## config.mk

```make
export PLATFORM = sky130hd
export DESIGN_NAME = cmi_ctrl
export DESIGN_NICKNAME = d
export VERILOG_FILES = /design/src/rtl/contact_manifold_insert_macros.svh /design/src/rtl/cmi_pkg.sv /design/src/rtl/cmi_ctrl.sv
export SDC_FILE = /design/constraint.sdc
export NUM_CORES = 1
export LEC_CHECK = 0
export BUFFER_PORTS_ARGS = -buffer_cell sky130_fd_sc_hd__buf_2
export CORE_MARGIN = 4
export CORE_UTILIZATION = 55
export DETAILED_ROUTE_END_ITERATION = 8
export MAX_ROUTING_LAYER = met4
export PLACE_DENSITY = 0.87
export SLEW_MARGIN = 20
export SYNTH_ARGS = -nofsm -noshare
export SYNTH_HDL_FRONTEND = slang
export SYNTH_SLANG_ARGS = --single-unit
```

## constraint.sdc

```tcl
create_clock -name clk -period 2.8 [get_ports clk]
set_input_delay 0.56 -clock clk [delete_from_list [all_inputs] [get_ports clk]]
set_output_delay 0.56 -clock clk [all_outputs]
set_load 0.02 [all_outputs]
```

## src/rtl/contact_manifold_insert_macros.svh

```systemverilog
// assertion macros used by the datapath file cmi_dp.sv
`ifndef CONTACT_MANIFOLD_INSERT_MACROS_SVH
`define CONTACT_MANIFOLD_INSERT_MACROS_SVH

`ifndef SYNTH
`define CMI_ASSERT(lbl, prop, msg) \
  lbl: assert property (@(posedge clk) disable iff (rst) prop) else $error(msg);
`define CMI_ASSERT_NEXT(lbl, pre, post, msg) \
  lbl: assert property (@(posedge clk) disable iff (rst) (pre) |=> (post)) else $error(msg);
`else
`define CMI_ASSERT(lbl, prop, msg)
`define CMI_ASSERT_NEXT(lbl, pre, post, msg)
`endif

`endif

```

## src/rtl/cmi_pkg.sv

```systemverilog
package cmi_pkg;

  localparam int SLOTS   = 4;
  localparam int SLOT_W  = 2;
  localparam int COUNT_W = 3;

  localparam logic [1:0] ACT_MERGE   = 2'd0;
  localparam logic [1:0] ACT_APPEND  = 2'd1;
  localparam logic [1:0] ACT_REPLACE = 2'd2;

  localparam logic CFG_SAME_POINT = 1'b0;
  localparam logic CFG_ALIGNMENT  = 1'b1;

  localparam logic [31:0] SAME_POINT_RESET = 32'd42949673;
  localparam logic [28:0] ALIGNMENT_RESET  = 29'd265751101;

  typedef struct packed {
    logic signed [23:0] depth;
    logic signed [23:0] point_a_x;
    logic signed [23:0] point_a_y;
    logic signed [23:0] point_a_z;
    logic signed [23:0] point_b_x;
    logic signed [23:0] point_b_y;
    logic signed [23:0] point_b_z;
    logic signed [15:0] normal_x;
    logic signed [15:0] normal_y;
    logic signed [15:0] normal_z;
    logic               is_mesh;
    logic [31:0]        facet_key;
  } item_t;

  typedef struct packed {
    logic [SLOT_W-1:0]  slot;
    logic [1:0]         action;
    logic [COUNT_W-1:0] count;
  } result_t;

  typedef struct packed {
    logic              load_item;
    logic              scan_clear;
    logic              scan_eval;
    logic              area_eval;
    logic              write_en;
    logic [1:0]        action;
    logic [SLOT_W-1:0] idx;
    logic [1:0]        k;
  } cmd_t;

  typedef struct packed {
    logic               hit;
    logic               cand;
    logic               found;
    logic               out_free;
    logic [COUNT_W-1:0] count;
  } status_t;

endpackage

```

## src/rtl/cmi_ctrl.sv

```systemverilog
module cmi_ctrl (
  input  logic              clk,
  input  logic              rst,
  input  logic              item_valid,
  output logic              busy,
  input  cmi_pkg::status_t  status,
  output cmi_pkg::cmd_t     cmd
);

  // cycles from a new area index pair to a finished measure in the datapath
  localparam logic [2:0] AREA_LAT = 3'd6;

  typedef enum logic [2:0] {
    S_IDLE, S_START, S_SCAN_MUL, S_SCAN_SUM, S_SCAN_EV, S_AREA, S_WRITE
  } state_t;

  state_t                     state;
  logic [cmi_pkg::SLOT_W-1:0] idx;
  logic [1:0]                 k;
  logic [2:0]                 cnt;
  logic [1:0]                 action;
  logic                       last_slot;

  assign busy      = (state != S_IDLE);
  assign last_slot = ({1'b0, idx} == (status.count - 3'd1));

  always_comb begin
    cmd            = '0;
    cmd.load_item  = (state == S_IDLE) && item_valid;
    cmd.scan_clear = (state == S_START);
    cmd.scan_eval  = (state == S_SCAN_EV);
    cmd.area_eval  = (state == S_AREA) && (cnt == AREA_LAT);
    cmd.write_en   = (state == S_WRITE) && status.out_free;
    cmd.action     = action;
    cmd.idx        = idx;
    cmd.k          = k;
  end

  always_ff @(posedge clk) begin
    if (rst) begin
      state  <= S_IDLE;
      idx    <= '0;
      k      <= '0;
      cnt    <= '0;
      action <= cmi_pkg::ACT_MERGE;
    end else begin
      case (state)
        S_IDLE: begin
          if (item_valid) state <= S_START;
        end
        S_START: begin
          idx <= '0;
          if (status.count == '0) begin
            action <= cmi_pkg::ACT_APPEND;
            state  <= S_WRITE;
          end else begin
            state <= S_SCAN_MUL;
          end
        end
        S_SCAN_MUL: state <= S_SCAN_SUM;
        S_SCAN_SUM: state <= S_SCAN_EV;
        S_SCAN_EV: begin
          if (status.hit) begin
            action <= cmi_pkg::ACT_MERGE;
            state  <= S_WRITE;
          end else if (last_slot) begin
            if (status.found || status.cand) begin
              action <= cmi_pkg::ACT_MERGE;
              state  <= S_WRITE;
            end else if (status.count < 3'(cmi_pkg::SLOTS)) begin
              action <= cmi_pkg::ACT_APPEND;
              state  <= S_WRITE;
            end else begin
              action <= cmi_pkg::ACT_REPLACE;
              idx    <= '0;
              k      <= '0;
              cnt    <= '0;
              state  <= S_AREA;
            end
          end else begin
            idx   <= idx + 1'b1;
            state <= S_SCAN_MUL;
          end
        end
        S_AREA: begin
          if (cnt == AREA_LAT) begin
            cnt <= '0;
            if (k == 2'd2) begin
              k <= '0;
              if (idx == 2'(cmi_pkg::SLOTS - 1)) state <= S_WRITE;
              else idx <= idx + 1'b1;
            end else begin
              k <= k + 1'b1;
            end
          end else begin
            cnt <= cnt + 1'b1;
          end
        end
        S_WRITE: begin
          if (status.out_free) state <= S_IDLE;
        end
        default: state <= S_IDLE;
      endcase
    end
  end

endmodule

```

==> key figures, run 1 <==
Clock network
  • Post-CTS repair timing setup buffer count: 0
  • Clock transition at the registers of the reported paths: 0.08 ns
  • TritonCTS clock tree: built
  • # resized after CTS: 0
  • CTS Hold Buffers Added: 0
  • Worst skew pair latency: 0.28 ns
  • Max Buffers Root-to-Sink: 2
  • Root buffer selected by CTS: clkbuf_4
  • CTS Sinks: 12
  • Num CTS Buffers: 3
  • H-tree depth: 1

Power
  • Max VDD drop: approximately 0.00033 V
  • Static Leak: 0.430 nW
  • PwrDens: 496 mW/mm^2

Cells and area
  • Multi-input gate area: 617 um^2
  • Most frequent cells in the layout: buf_2 (21), dfxtp_1 (12), inv_1 (9), nand2_1 (9), o21ai_0 (9)
  • Final core utilization: between 60 and 70%
  • Nets: 149
  • Number of fillers in the final layout: 147
  • Layout cell share with drive strength beyond 1: 24.6%
  • Storage cell area: 240 um^2
  • N_diodes: 0
  • P&R area growth vs syn: 11.6%
  • Commonest non-fill, non-tap cell in the layout: buf_2

Routing
  • Via density: 6.25
  • Vias: 938
  • Per-cell routed wire length: 14.4 um
  • Drt first pass iters: 4
  • Detail Route Antenna Nets: 0
  • DRC: 0
  • Detailed Route WL: 2160 um
  • Initial DRC Count: 24

Global routing
  • GRT Util Overall: 19.9%
  • Overflow left after global routing: 0
  • Initial antenna violation count: 0
  • Largest net degree at the start of global routing: 24
  • Vias in the first global route: 935
  • First-pass GRT wire length: 3740 um

Job
  • Max-Cap Viols: 0

Synth
  • Seq/Total Area, Yosys: 25.8%
  • Yosys reg bits: 12
  • Ys async rst share: 0%
  • Post-synth net total: 128
  • Syn avg cell area: 8.09 um^2
  • Top_reg_cell synth: dfxtp_1
  • Post-synthesis cell count: 115
  • Mapped cell area: 931 um^2
  • Synth cell types: 47
  • Post-synth EDFFs: 0
  • Yosys warns: 0

STA
  • Worst-Margin Slew: between 0.6 and 0.7 ns
  • Final setup fails: 0
  • Final Max Tran Viols: 0
  • Worst Skew: 0.00320 ns
  • Max Clk Rate: ~450 MHz
  • Slew margin rel.: 54.8%
  • Final worst path period need: 2.24 ns
  • Hold Vio Cnt, Final: 0
  • Unrepaired setup endpoints after global routing: no
  • TNS Setup: 0 ns
  • Period utilisation layout: 80.0%

Critical path
  • Crit-path max cell delay: ~0.65 ns
  • Crit-path max FO: 17
  • R2r worst-path depth: 4
  • CP endpoint kind: primary output
  • Crit path cell chain: or3b_1, inv_1, buf_2
  • Worst Path Buf+Inv: 2
  • Arrival @ worst endpoint: 1.68 ns
  • Startpoint Class: register
  • Setup CP Type: register to primary output
  • CP max-delay cell: dfxtp_1
  • Family with the most delay on the worst path: flip-flops
  • Worst path required time: 2.24 ns
  • WP depth: 3

Placement
  • DP Wirelength: ~1700 um
  • PortBufs: 21
  • RePlAce Congestion: just under 0.9

Floorplan
  • Die area: 0.00241 mm^2
  • I/O pin count: 22
  • Die width: 49.1 um
  • Core Area: 0.00156 mm^2
  • Number of core rows: 14
  • Die height: roughly 49 um
  • Initial core utilization: 59.7%

Status
  • Outcome: finished clean

Hold path
  • Hold Path Class: register to register
  • Hold path depth: 2
[through the flow]
| step | hold slack [ns] | setup slack (ns) | instances | total power, mW | area, um^2 |
|---|---|---|---|---|---|
| 2_1_floorplan | 0.484 | 0.948 | 115 | 0.365 | 931 |
| 3_3_place_gp | 0.470 | 0.840 | 147 | 0.400 | 1020 |
| 3_5_place_dp | 0.462 | 0.755 | 147 | 0.404 | 1020 |
| 4_1_cts | 0.474 | 0.567 | 150 | 0.515 | 1040 |
| 5_1_grt | 0.507 | 0.477 | 150 | 0.544 | 1040 |
| 6_report | 0.469 | 0.559 | 150 | 0.515 | 1040 |
[path summary, 6_finish.rpt]
kind | start | to | slack, ns
min | action[1] | action[1] | 0.47
max | state[2] | cmd[8] | 0.56
max reg2reg | state[2] | idx[0] | 1.10
min reg2reg | action[1] | action[1] | 0.47
[tightest hold or removal path: cells and delay by family (launching register included)]
family	cells	cell delay, ns
AND/OR/NAND/NOR	1	0.05
AO/OA/AOI/OAI	1	0.06
flip-flops	1	0.32
[synth_stat cells (all sizes together) (3+ instances only)]
library cell	count	area [um^2]
a21oi	6	30.0
a31oi	6	37.5
buf	5	40.0
dfxtp	12	240
ha	3	37.5
inv	9	33.8
nand2	9	33.8
nand2b	5	31.3
nor2	8	32.5
nor3	5	25.0
o21ai	9	45.0
[logic make-up after synthesis]
logic type                 after synthesis  share of synthesized area, %
xor gates and xnor gates                 3                          4.44
and+or+nand+nor                         47                          31.3
DFF                                     12                          25.8
muxes                                    2                          2.28
adders and majority gates                3                          4.03
buffers and inverters                   14                          7.93
AOI/OAI and AO/OA                       34                          24.2
[layer usage]
metal	vias up	wire, um	global-route usage (%)
li1	465	-	-
met1	448	932	20.4
met2	21	1100	34.8
met3	4	110	6.73
met4	0	14	7.11
met5	-	0	-
[flip-flops by register name, indices dropped and copies added (netlist names)]
register,cells
state,3
idx,2
k,2
action,2
cnt,3
[power by group]
part,internal (mW),total [mW],switching (mW),leakage (nW)
logic,0.0716,0.172,0.101,0.319
clock network,0.0499,0.112,0.0622,0.0138
registers,0.186,0.231,0.0446,0.0974
total,0.308,0.515,0.208,0.430
[cell type report]
cell class              count  area share, %
repair buffers             21           10.1
flip-flops and latches     12           23.1
clock buffers               3           2.17
inverters                   9           3.25
well taps                  16           1.93
multi-input cells          89           59.4
(Power assumes the default switching activity.)
==> run 2, diff against run 1 <==
--- a/config.mk
+++ b/config.mk
@@ -7,10 +7,10 @@
 export LEC_CHECK = 0
 export BUFFER_PORTS_ARGS = -buffer_cell sky130_fd_sc_hd__buf_2
 export CORE_MARGIN = 4
-export CORE_UTILIZATION = 55
+export CORE_UTILIZATION = 52
 export DETAILED_ROUTE_END_ITERATION = 8
 export MAX_ROUTING_LAYER = met4
-export PLACE_DENSITY = 0.87
+export PLACE_DENSITY = 0.84
 export SLEW_MARGIN = 20
 export SYNTH_ARGS = -nofsm -noshare
 export SYNTH_HDL_FRONTEND = slang
==> constraint.sdc (replaced) <==
create_clock -name clk -period 2.3 [get_ports clk]
set_input_delay 0.46 -clock clk [delete_from_list [all_inputs] [get_ports clk]]
set_output_delay 0.46 -clock clk [all_outputs]
set_load 0.02 [all_outputs]
==> run 2 against run 1 <==
  * Final cell count up 8.0%
  * Die area up 4.8%
  * Non-clock buffer count grew 2
  * Flip-flop and latch count is the same
  * Critical path depth up 1
  * Critical endpoint is now cmd[7]
==> key figures, run 2 (synthesis gave the netlist of run 1 again) <==
Status
  • Outcome: finished clean

Critical path
  • Startpoint Class: register
  • Setup CP Type: register to primary output
  • CP endpoint kind: primary output
  • Crit-path max FO: 9 (-8)
  • Crit path cell chain: buf_4, and2b_1, and3_1, buf_2
  • Reg2reg end: idx[1]
  • Reg2Reg Setup Slack: 0.68 ns (-0.42 ns)
  • Arrival @ worst endpoint: 1.50 ns (-0.18 ns)
  • CP max-delay cell: dfxtp_1
  • Worst Path Buf+Inv: 2 (unchanged)
  • R2r worst-path depth: 5 (+1)
  • WP depth: 4 (+1)
  • Worst path required time: 1.84 ns (-0.40 ns)
  • Crit-path max cell delay: 0.48 ns (-0.17 ns)
  • Family with the most delay on the worst path: flip-flops
  • Crit Reg-Reg Startpoint: state[0]

STA
  • Unrepaired setup endpoints after global routing: no
  • Period utilisation layout: roughly 85%
  • Final Max Tran Viols: 0 (unchanged)
  • Post-route setup slack: 0.338 ns (-0.221 ns)
  • TNS Setup: 0 ns (unchanged)
  • Max Clk Rate: 510 MHz
  • Worst Skew: 0.000636 ns (-0.00257 ns)
  • Final setup fails: 0 (unchanged)
  • Worst-Margin Slew: 0.390 ns (-0.287 ns)
  • Slew margin rel.: 73.7% (+19 points)
  • Hold Vio Cnt, Final: 0 (unchanged)
  • Hold WS: 0.483 ns (+0.0143 ns)
  • Final worst path period need: around 2 ns

Clock network
  • Clock transition at the registers of the reported paths: 0.08 ns (about the same)
  • Num CTS Buffers: 3 (unchanged)
  • CTS Sinks: 12 (unchanged)
  • TritonCTS clock tree: built
  • Root buffer selected by CTS: clkbuf_4
  • CTS Hold Buffers Added: 0 (unchanged)
  • Max Buffers Root-to-Sink: 2 (unchanged)
  • H-tree depth: 1 (unchanged)
  • # resized after CTS: 0 (unchanged)
  • Post-CTS repair timing setup buffer count: 0 (unchanged)
  • Worst skew pair latency: 0.27 ns (about the same)

Global routing
  • Initial antenna violation count: 0 (unchanged)
  • Overflow left after global routing: 0 (unchanged)
  • Vias in the first global route: 882 (-5.7%)
  • GRT Util Overall: 19.8% (-0.061 points)
  • Largest net degree at the start of global routing: 15 (-38%)
  • First-pass GRT wire length: 3800 um (+1.7%)

Placement
  • PortBufs: 21 (unchanged)
  • Worst slack, placed: 0.370 ns (-0.385 ns)
  • RePlAce Congestion: 0.886 (+1.2%)
  • DP Wirelength: 1620 um (-2.9%)

Hold path
  • Hold path depth: 2 (unchanged)
  • Hold Path Class: register to register
  • Hold EP: action[1]
  • Min-delay src: action[1]

Power
  • Static Leak: 0.447 nW (+4.1%)
  • Max VDD drop: 0.000343 V (+3.3%)
  • PwrDens: 622 mW/mm^2 (+25%)
  • Power Total: 0.670 mW (+30%)

Cells and area
  • Final core utilization: 63.2% (-3.5 points)
  • P&R area growth vs syn: 15.9%
  • Layout cell share with drive strength beyond 1: 26.3% (+1.7 points)
  • Commonest non-fill, non-tap cell in the layout: buf_2
  • Top flop regs: cnt (3), state (3)
  • Nets: 151 (+1.3%)
  • Most frequent cells in the layout: buf_2 (21), dfxtp_1 (12), inv_1 (9), nand2_1 (9), o21ai_0 (9)
  • N_diodes: 0 (unchanged)

Floorplan
  • Die area: 0.00253 mm^2 (+4.8%)
  • Number of core rows: 15 (+1)
  • I/O pin count: 22 (unchanged)
  • Die height: 50.3 um (+2.4%)
  • Initial core utilization: 54.5% (-5.2 points)
  • Core Area: 0.00171 mm^2 (+9.6%)
  • Die width: 50.3 um (+2.4%)

Routing
  • Vias: 937 (-0.11%)
  • Per-cell routed wire length: 13.5 um (-6.0%)
  • Drt first pass iters: 4 (unchanged)
  • DRC: 0 (unchanged)
  • Detailed Route WL: 2190 um (+1.5%)
  • Initial DRC Count: 14 (-42%)
  • Detail Route Antenna Nets: 0 (unchanged)
  • Via density: 5.78 (-7.5%)

Job
  • Max-Cap Viols: 0 (unchanged)
-- run 2: cell types whose count changed in the layout (fill, tap and decap cells not counted), sizes merged --
cell	change
buf	+2
clkbuf	+1
-- run 2: worst max-delay path by stage --
stage | start | end | slack [ns]
after global placement | status[0] | state[0] | 0.44
after floorplan | state[2] | cmd[10] | 0.55
after global routing | state[2] | cmd[7] | 0.23
after detailed placement | status[0] | action[0] | 0.37
after CTS | state[2] | cmd[7] | 0.35
final | state[2] | cmd[7] | 0.34
-- run 2: routing by layer --
layer / vias to the layer above / GRT usage, % / wire [um]
li1: 469 / - / -
met1: 432 / 22.4 / 944
met2: 29 / 33.3 / 1070
met3: 7 / 5.04 / 116
met4: 0 / 8.07 / 58
met5: - / - / 0
-- run 2: worst min-delay path, delay by kind of cell, from the launching register on --
family / cells / cell delay [ns]
AOI/OAI and AO/OA: 1 / 0.06
DFF: 1 / 0.32
and+or+nand+nor: 1 / 0.06
-- run 2: metrics by stage --
stage | area, um^2 | std cells
after global placement | 1040 | 158
final | 1080 | 162
after floorplan | 931 | 115
after global routing | 1080 | 162
after CTS | 1080 | 162
after detailed placement | 1040 | 158
-- run 2: where the power goes --
| part | switching [mW] | total, mW | internal [mW] |
|---|---|---|---|
| Clock | 0.0739 | 0.170 | 0.0962 |
| Combinational | 0.137 | 0.230 | 0.0935 |
| Sequential | 0.0428 | 0.270 | 0.227 |
| Total | 0.254 | 0.670 | 0.417 |
-- run 2: layout make-up --
class | count | area, um^2
inverter | 9 | 33.8
multi-input combinational | 89 | 617
timing repair buffer | 23 | 120
fill | 153 | 629
sequential | 12 | 240
tap | 25 | 31.3
clock buffer | 4 | 36.3
